--- src/design/assert_macros.svh ---
// assertion helpers shared by the rtl
`ifndef ASSERT_MACROS_SVH
`define ASSERT_MACROS_SVH

// property must hold at every clock edge outside reset
`define ASSERT_ALWAYS(label, clk, rst, prop, msg) \
   label: assert property (@(posedge clk) disable iff (rst) (prop)) else $error(msg);

// implication checked at every clock edge outside reset
`define ASSERT_IMPLIES(label, clk, rst, ante, cons, msg) \
   label: assert property (@(posedge clk) disable iff (rst) (ante) |-> (cons)) else $error(msg);

`endif

--- src/design/pesw_pkg.sv ---
// ----------------------------------------------------------------------------
// pesw_pkg
// shared types and constants of the polygon edge span walker
// ----------------------------------------------------------------------------
`timescale 1ns / 1ps
`default_nettype none

package pesw_pkg;

   localparam int Rows     = 240;
   localparam int FracBits = 16;
   localparam int RowW     = $clog2(Rows);
   localparam int CntW     = $clog2(Rows + 1);
   localparam int AccW     = 32;
   localparam int XW       = 16;

   localparam logic signed [XW-1:0] SpanMax = 16'sh7fff;
   localparam logic signed [XW-1:0] SpanMin = 16'sh8000;

   typedef enum logic [1:0] {
      OP_CLEAR  = 2'd0,
      OP_EDGE_X = 2'd1,
      OP_EDGE_UV = 2'd2,
      OP_READ   = 2'd3
   } op_type;

   // request and response of the serial divider
   typedef struct packed {
      logic                   start;
      logic signed [AccW-1:0] dividend;
      logic signed [15:0]     divisor;
   } div_req_type;

   typedef struct packed {
      logic                   done;
      logic signed [AccW-1:0] quotient;
   } div_rsp_type;

endpackage

`default_nettype wire

--- src/design/pesw_divider.sv ---
// ----------------------------------------------------------------------------
// pesw_divider
// restoring signed divider, one quotient bit per cycle, truncates toward zero
// ----------------------------------------------------------------------------
`timescale 1ns / 1ps
`default_nettype none

module pesw_divider (
   input  wire logic                  clock,
   input  wire logic                  reset,
   input  wire pesw_pkg::div_req_type div_req,
   output pesw_pkg::div_rsp_type      div_rsp
);

   localparam int W = pesw_pkg::AccW;

   logic            busy_ff, busy_in;
   logic [5:0]      cnt_ff, cnt_in;
   logic [W-1:0]    quo_ff, quo_in;
   logic [W:0]      rem_ff, rem_in;
   logic [W-1:0]    dsr_ff, dsr_in;
   logic            neg_ff, neg_in;
   logic            done_ff, done_in;
   logic [W-1:0]    num_abs;
   logic [W-1:0]    den_abs;
   logic [W:0]      trial;
   logic [W:0]      shifted;

   always_comb begin
      num_abs = div_req.dividend[W-1] ? W'(-div_req.dividend) : W'(div_req.dividend);
      den_abs = div_req.divisor[15] ? W'(-32'(div_req.divisor)) : W'(32'(div_req.divisor));
      shifted = {rem_ff[W-1:0], quo_ff[W-1]};
      trial   = shifted - {1'b0, dsr_ff};
   end

   // one iteration per cycle
   always_comb begin
      busy_in = busy_ff;
      cnt_in  = cnt_ff;
      quo_in  = quo_ff;
      rem_in  = rem_ff;
      dsr_in  = dsr_ff;
      neg_in  = neg_ff;
      done_in = 1'b0;
      if (div_req.start) begin
         busy_in = 1'b1;
         cnt_in  = 6'(W);
         quo_in  = num_abs;
         rem_in  = '0;
         dsr_in  = den_abs;
         neg_in  = div_req.dividend[W-1] ^ div_req.divisor[15];
      end else if (busy_ff) begin
         if (trial[W]) begin
            rem_in = shifted;
            quo_in = {quo_ff[W-2:0], 1'b0};
         end else begin
            rem_in = trial;
            quo_in = {quo_ff[W-2:0], 1'b1};
         end
         cnt_in = cnt_ff - 6'd1;
         if (cnt_ff == 6'd1) begin
            busy_in = 1'b0;
            done_in = 1'b1;
         end
      end
   end

   always_ff @(posedge clock) begin
      if (reset) begin
         busy_ff <= 1'b0;
         done_ff <= 1'b0;
      end else begin
         busy_ff <= busy_in;
         done_ff <= done_in;
      end
      cnt_ff <= cnt_in;
      quo_ff <= quo_in;
      rem_ff <= rem_in;
      dsr_ff <= dsr_in;
      neg_ff <= neg_in;
   end

   assign div_rsp.done     = done_ff;
   assign div_rsp.quotient = neg_ff ? -quo_ff : quo_ff;

endmodule

`default_nettype wire

--- config.mk ---
export PLATFORM = sky130hd
export DESIGN_NAME = pesw_divider
export DESIGN_NICKNAME = d
export VERILOG_FILES = /design/src/design/assert_macros.svh /design/src/design/pesw_pkg.sv /design/src/design/pesw_divider.sv
export SDC_FILE = /design/constraint.sdc
export NUM_CORES = 1
export LEC_CHECK = 0
export ABC_CLOCK_PERIOD_IN_PS = 6200
export BUFFER_PORTS_ARGS = -buffer_cell sky130_fd_sc_hd__buf_2
export CORE_ASPECT_RATIO = 0.9
export CORE_MARGIN = 2
export CORE_UTILIZATION = 25
export CTS_CLUSTER_DIAMETER = 120
export DETAILED_ROUTE_END_ITERATION = 8
export PLACE_DENSITY = 0.5
export SLEW_MARGIN = 10
export SYNTH_ARGS = -nofsm -noshare
export SYNTH_HDL_FRONTEND = slang
export SYNTH_SLANG_ARGS = --single-unit
--- constraint.sdc ---
create_clock -name clock -period 6.2 [get_ports clock]
set_input_delay 1.24 -clock clock [delete_from_list [all_inputs] [get_ports clock]]
set_output_delay 1.24 -clock clock [all_outputs]
set_load 0.01 [all_outputs]
# After elaboration in Yosys (flattened, before gate mapping)
# Cells that the tools add are included.
dict set report word_totals {
  input_bits 51
  ff_bits 105
  elab_cells 29
}
dict set report op_classes {
  muxes 11
  add_sub_neg 5
  eq_ne 1
  n_reduce_logical 2
  n_bitwise 2
}
# op n
set op_table {}
lappend op_table {{$mux 32} 5}
lappend op_table {{$neg 32->32} 2}
lappend op_table {{$sub 33x32->33} 1}
lappend op_table {{$neg 16->32} 1}
lappend op_table {{$mux 15} 1}
lappend op_table {{$eq 6x1->1 const B} 1}
lappend op_table {{$sub 6x1->6 const B} 1}
lappend op_table {{$mux 1} 5}
lappend op_table {{$reduce_or 3->1} 1}
lappend op_table {{$reduce_bool 2->1} 1}
lappend op_table {{$not 1->1} 1}
lappend op_table {{$xor 1x1->1} 1}

# Longest topological paths before layout
dict set report depth {
  depth_word 4
  depth_mapped 14
  depth_no_buf 13
}

# Worst setup path before layout
# OpenSTA, ideal clock, no wires.
dict set report synth_timing {
  path_kind {flip-flop to output port}
  from {register quo_ff[6]}
  to {output div_rsp[26] (netlist bit)}
  n_path_buf 0
  path_stages_with_launch 9
  setup_slack_ns 2.500
  arrival_ns 2.460
  path_cell_list {edfxtp_1 or4_4 nor4_4 nand2b_2 or3_4 nand2b_4 or2_4 o41ai_4 xnor2_1}
}
# element line
set synth_rtl {}
lappend synth_rtl {{from (decl)} pesw_divider.sv:19} ;# logic [W-1:0] quo_ff, quo_in;
lappend synth_rtl {{from (signal assigned)} pesw_divider.sv:77} ;# quo_ff <= quo_in;
lappend synth_rtl {{to (decl)} pesw_divider.sv:12} ;# output pesw_pkg::div_rsp_type div_rsp

==> results.toml <==
[routing]
avgRoutedWirePerCell_um = 13.4
wl_mm = 17.7
viasPerCell = 4.53
vias = 5987
drt-pass1-iter-count = 4
antenna_left = 0
drc = 0
first_iter_violations = 348

[logic_synthesis]
syn-mean-instance-area_um2 = 8.93
yosysWarnings = 0
synth-seq-area-share_pct = 36.8
synth_common_cells = "nor2_1, a21oi_1, edfxtp_1, nand2_1, inv_1"
synth_top_area_share_pct = 26.1
async_reset_ff_share_pct = 0
synth_most_common_cell = "nor2_1"
synth.distinct_cells = 67
ys_top_cells_by_area = "edfxtp_1, dfxtp_1, xnor2_1, ha_1, xor2_1"
synth_top_area_cell = "edfxtp_1"
ys_seq_elements = 105
synth-edff-count = 65
synth_cells = 838
netlist_area_um2 = 7480
synth_ff_type = "edfxtp_1"

[clock_tree]
insertion_delay_ns = 0.35
clock-root-buffer = "clkbuf_16"
cts_sinks = 105
cts_buffers = 9
holdBufCountCts = 0
post_cts.repair.setup_buffers = 0
clockBufferDepth = 2
cts-resized-gates = 0
htree_levels = 3
clkTransAtPathRegs_ns = 0.08
cts_tree = "done"

[floorplanning]
rows = 60
dieHeight_um = 168
die_area_um2 = 31300
fp.dieW_um = 186
ios = 84
start_util_pct = 25.2
coreArea_um2 = 29700

[place]
dpl_cell_area_um2 = 8350
portBuffers = 83
place_hpwl_mm = 13.0
gp_congestion = 0.791
dp.cells = 1306
dp_slack_ns = 2.26

[final_layout]
utilization_pct = 29.2
final_area_um2 = 8650
fillers = 3151
nets = 1004
drive_above_1_share_pct = 13.6
diodes = 0
final_cells = 1322
area_growth_pct = 15.6

[timing]
maxSlewViolCount = 0
setup_ws_ns = 1.88
period_share_pct = 69.6
hold_ws_ns = 0.486
period_minus_slack_ns = 4.32
skew_ns = 0.00733
worstMarginPinSlew_ns = 1.07
hold_viol_final = 0
max_freq_ghz = 0.232
rsz0062_at_grt = "no"
setup_viol = 0
maxSlewHeadroom_pct = 28.7
finalSetupTns_ns = 0

[worst_setup_path]
worstReg2RegEnd = "rem_ff[0]$_SDFFE_PP0P_"
crit_arrival_ns = 3.08
reg2reg_from = "quo_ff[31]$_DFFE_PP_"
crit_type = "flip-flop to output pin"
r2r_slack_ns = 2.44
cp-endpoint = "div_rsp[26]"
crit_required_ns = 4.96
end_kind = "output pin"
rr_worst_depth = 13
crit_path_start = "quo_ff[5]$_DFFE_PP_"
worstPathMaxFanout = 4
start_kind = "flip-flop"

[global_route]
grt_first_pass_wirelength_mm = 30.1
grtUsageTotal_pct = 11.7
antenna_found_initial = 0
grt_max_degree = 75
grt_pass1_vias = 5905
globalRoute.totalOverflow = 0

[pwr]
power.density_nw_per_um2 = 252
ir_drop_v = 0.000123
total_power_mw = 2.18
p_leak_nw = 3.42

[outcome]
status = "finished, final reports clean"

[job]
cap_violations = 0

[worst_hold_path]
hold_path_class = "flip-flop to flip-flop"
[cell usage in the layout (no fill, tap or decap), types with 3 or more instances in the layout]
cell and instances:
a211oi_1 34, nand4_1 5, mux2_2 3, a21oi_1 70, or3_1 12, ha_1 38
nor2b_1 7, o21bai_1 3, o2111ai_1 4, edfxtp_1 65, o21ai_0 43, a21o_1 12
o41ai_1 11, nand2_1 65, nand2b_1 7, nor4_1 5, o31ai_1 15, o21a_1 4
buf_2 82, nor2_1 85, buf_4 6, o21ai_1 9, mux2i_1 20, xnor2_1 60
inv_1 62, xor2_1 44, a31oi_1 7, nor3_1 12, conb_1 15, and3_1 5
and2_1 3, or4_1 8, dfxtp_1 39, clkbuf_16 9, nand3_1 5
[routing by layer]
metal	up-vias	wire length, um	global-route usage (%)
met2	99	7540	18.0
met1	2736	9350	16.6
li1	3145	-	-
met4	0	151	2.85
met5	-	0	0
met3	7	701	2.33
[state kept, by name (all words and copies together), names as in the netlist]
signal   count
dsr_ff      32
quo_ff      32
rem_ff      32
cnt_ff       6
busy_ff      1
done_ff      1
neg_ff       1
[worst min path at each step]
stage	start	to	slack, ns	cells past startpoint
detailed placement	rem_ff[23]$_SDFFE_PP0P_	rem_ff[23]$_SDFFE_PP0P_	0.48	2
global placement	rem_ff[23]$_SDFFE_PP0P_	rem_ff[23]$_SDFFE_PP0P_	0.47	2
global route	rem_ff[26]$_SDFFE_PP0P_	rem_ff[26]$_SDFFE_PP0P_	0.52	2
CTS	rem_ff[23]$_SDFFE_PP0P_	rem_ff[23]$_SDFFE_PP0P_	0.49	2
finish	rem_ff[23]$_SDFFE_PP0P_	rem_ff[23]$_SDFFE_PP0P_	0.49	2
floorplan	rem_ff[26]$_SDFFE_PP0P_	rem_ff[26]$_SDFFE_PP0P_	0.45	2
[cell families (layout without fill, tap and decap cells)]
logic type	after synthesis	in the layout	synth area share [%]
AO/OA/AOI/OAI	234	234	20.9
adder cells (fa/ha/maj)	39	39	6.62
XOR/XNOR	105	105	12.4
flip-flops	105	105	36.8
AND/OR/NAND/NOR	231	231	14.8
other	1	15	0.0501
buffers and inverters	99	166	5.22
multiplexers	24	24	3.28
[worst max-delay path, stage by stage, from the launching register on]
cell      delay (ns)
edfxtp_1        0.45
or4_4           0.59
nor4_4          0.19
nand2b_2        0.12
or3_4           0.39
nand2b_4        0.15
or2_4           0.30
o41ai_4         0.22
xnor2_1         0.15
buf_2           0.15
[power breakdown]
group / leakage, nW / switching (mW) / internal, mW
Clock: 0.142 / 0.273 / 0.317
Combinational: 2.31 / 0.393 / 0.297
Sequential: 0.968 / 0.0696 / 0.826
Total: 3.42 / 0.735 / 1.44
[layout make-up]
cell class | count | area, um^2 | share of cell area (%)
multi-input combinational | 648 | 4400 | 50.9
sequential | 105 | 2750 | 31.8
tap | 403 | 504 | 5.83
timing repair buffer | 88 | 455 | 5.26
inverter | 62 | 233 | 2.69
clock buffer | 9 | 225 | 2.60
clock inverter | 7 | 77.6 | 0.897
Note: power is estimated with default switching activity, not from simulation.
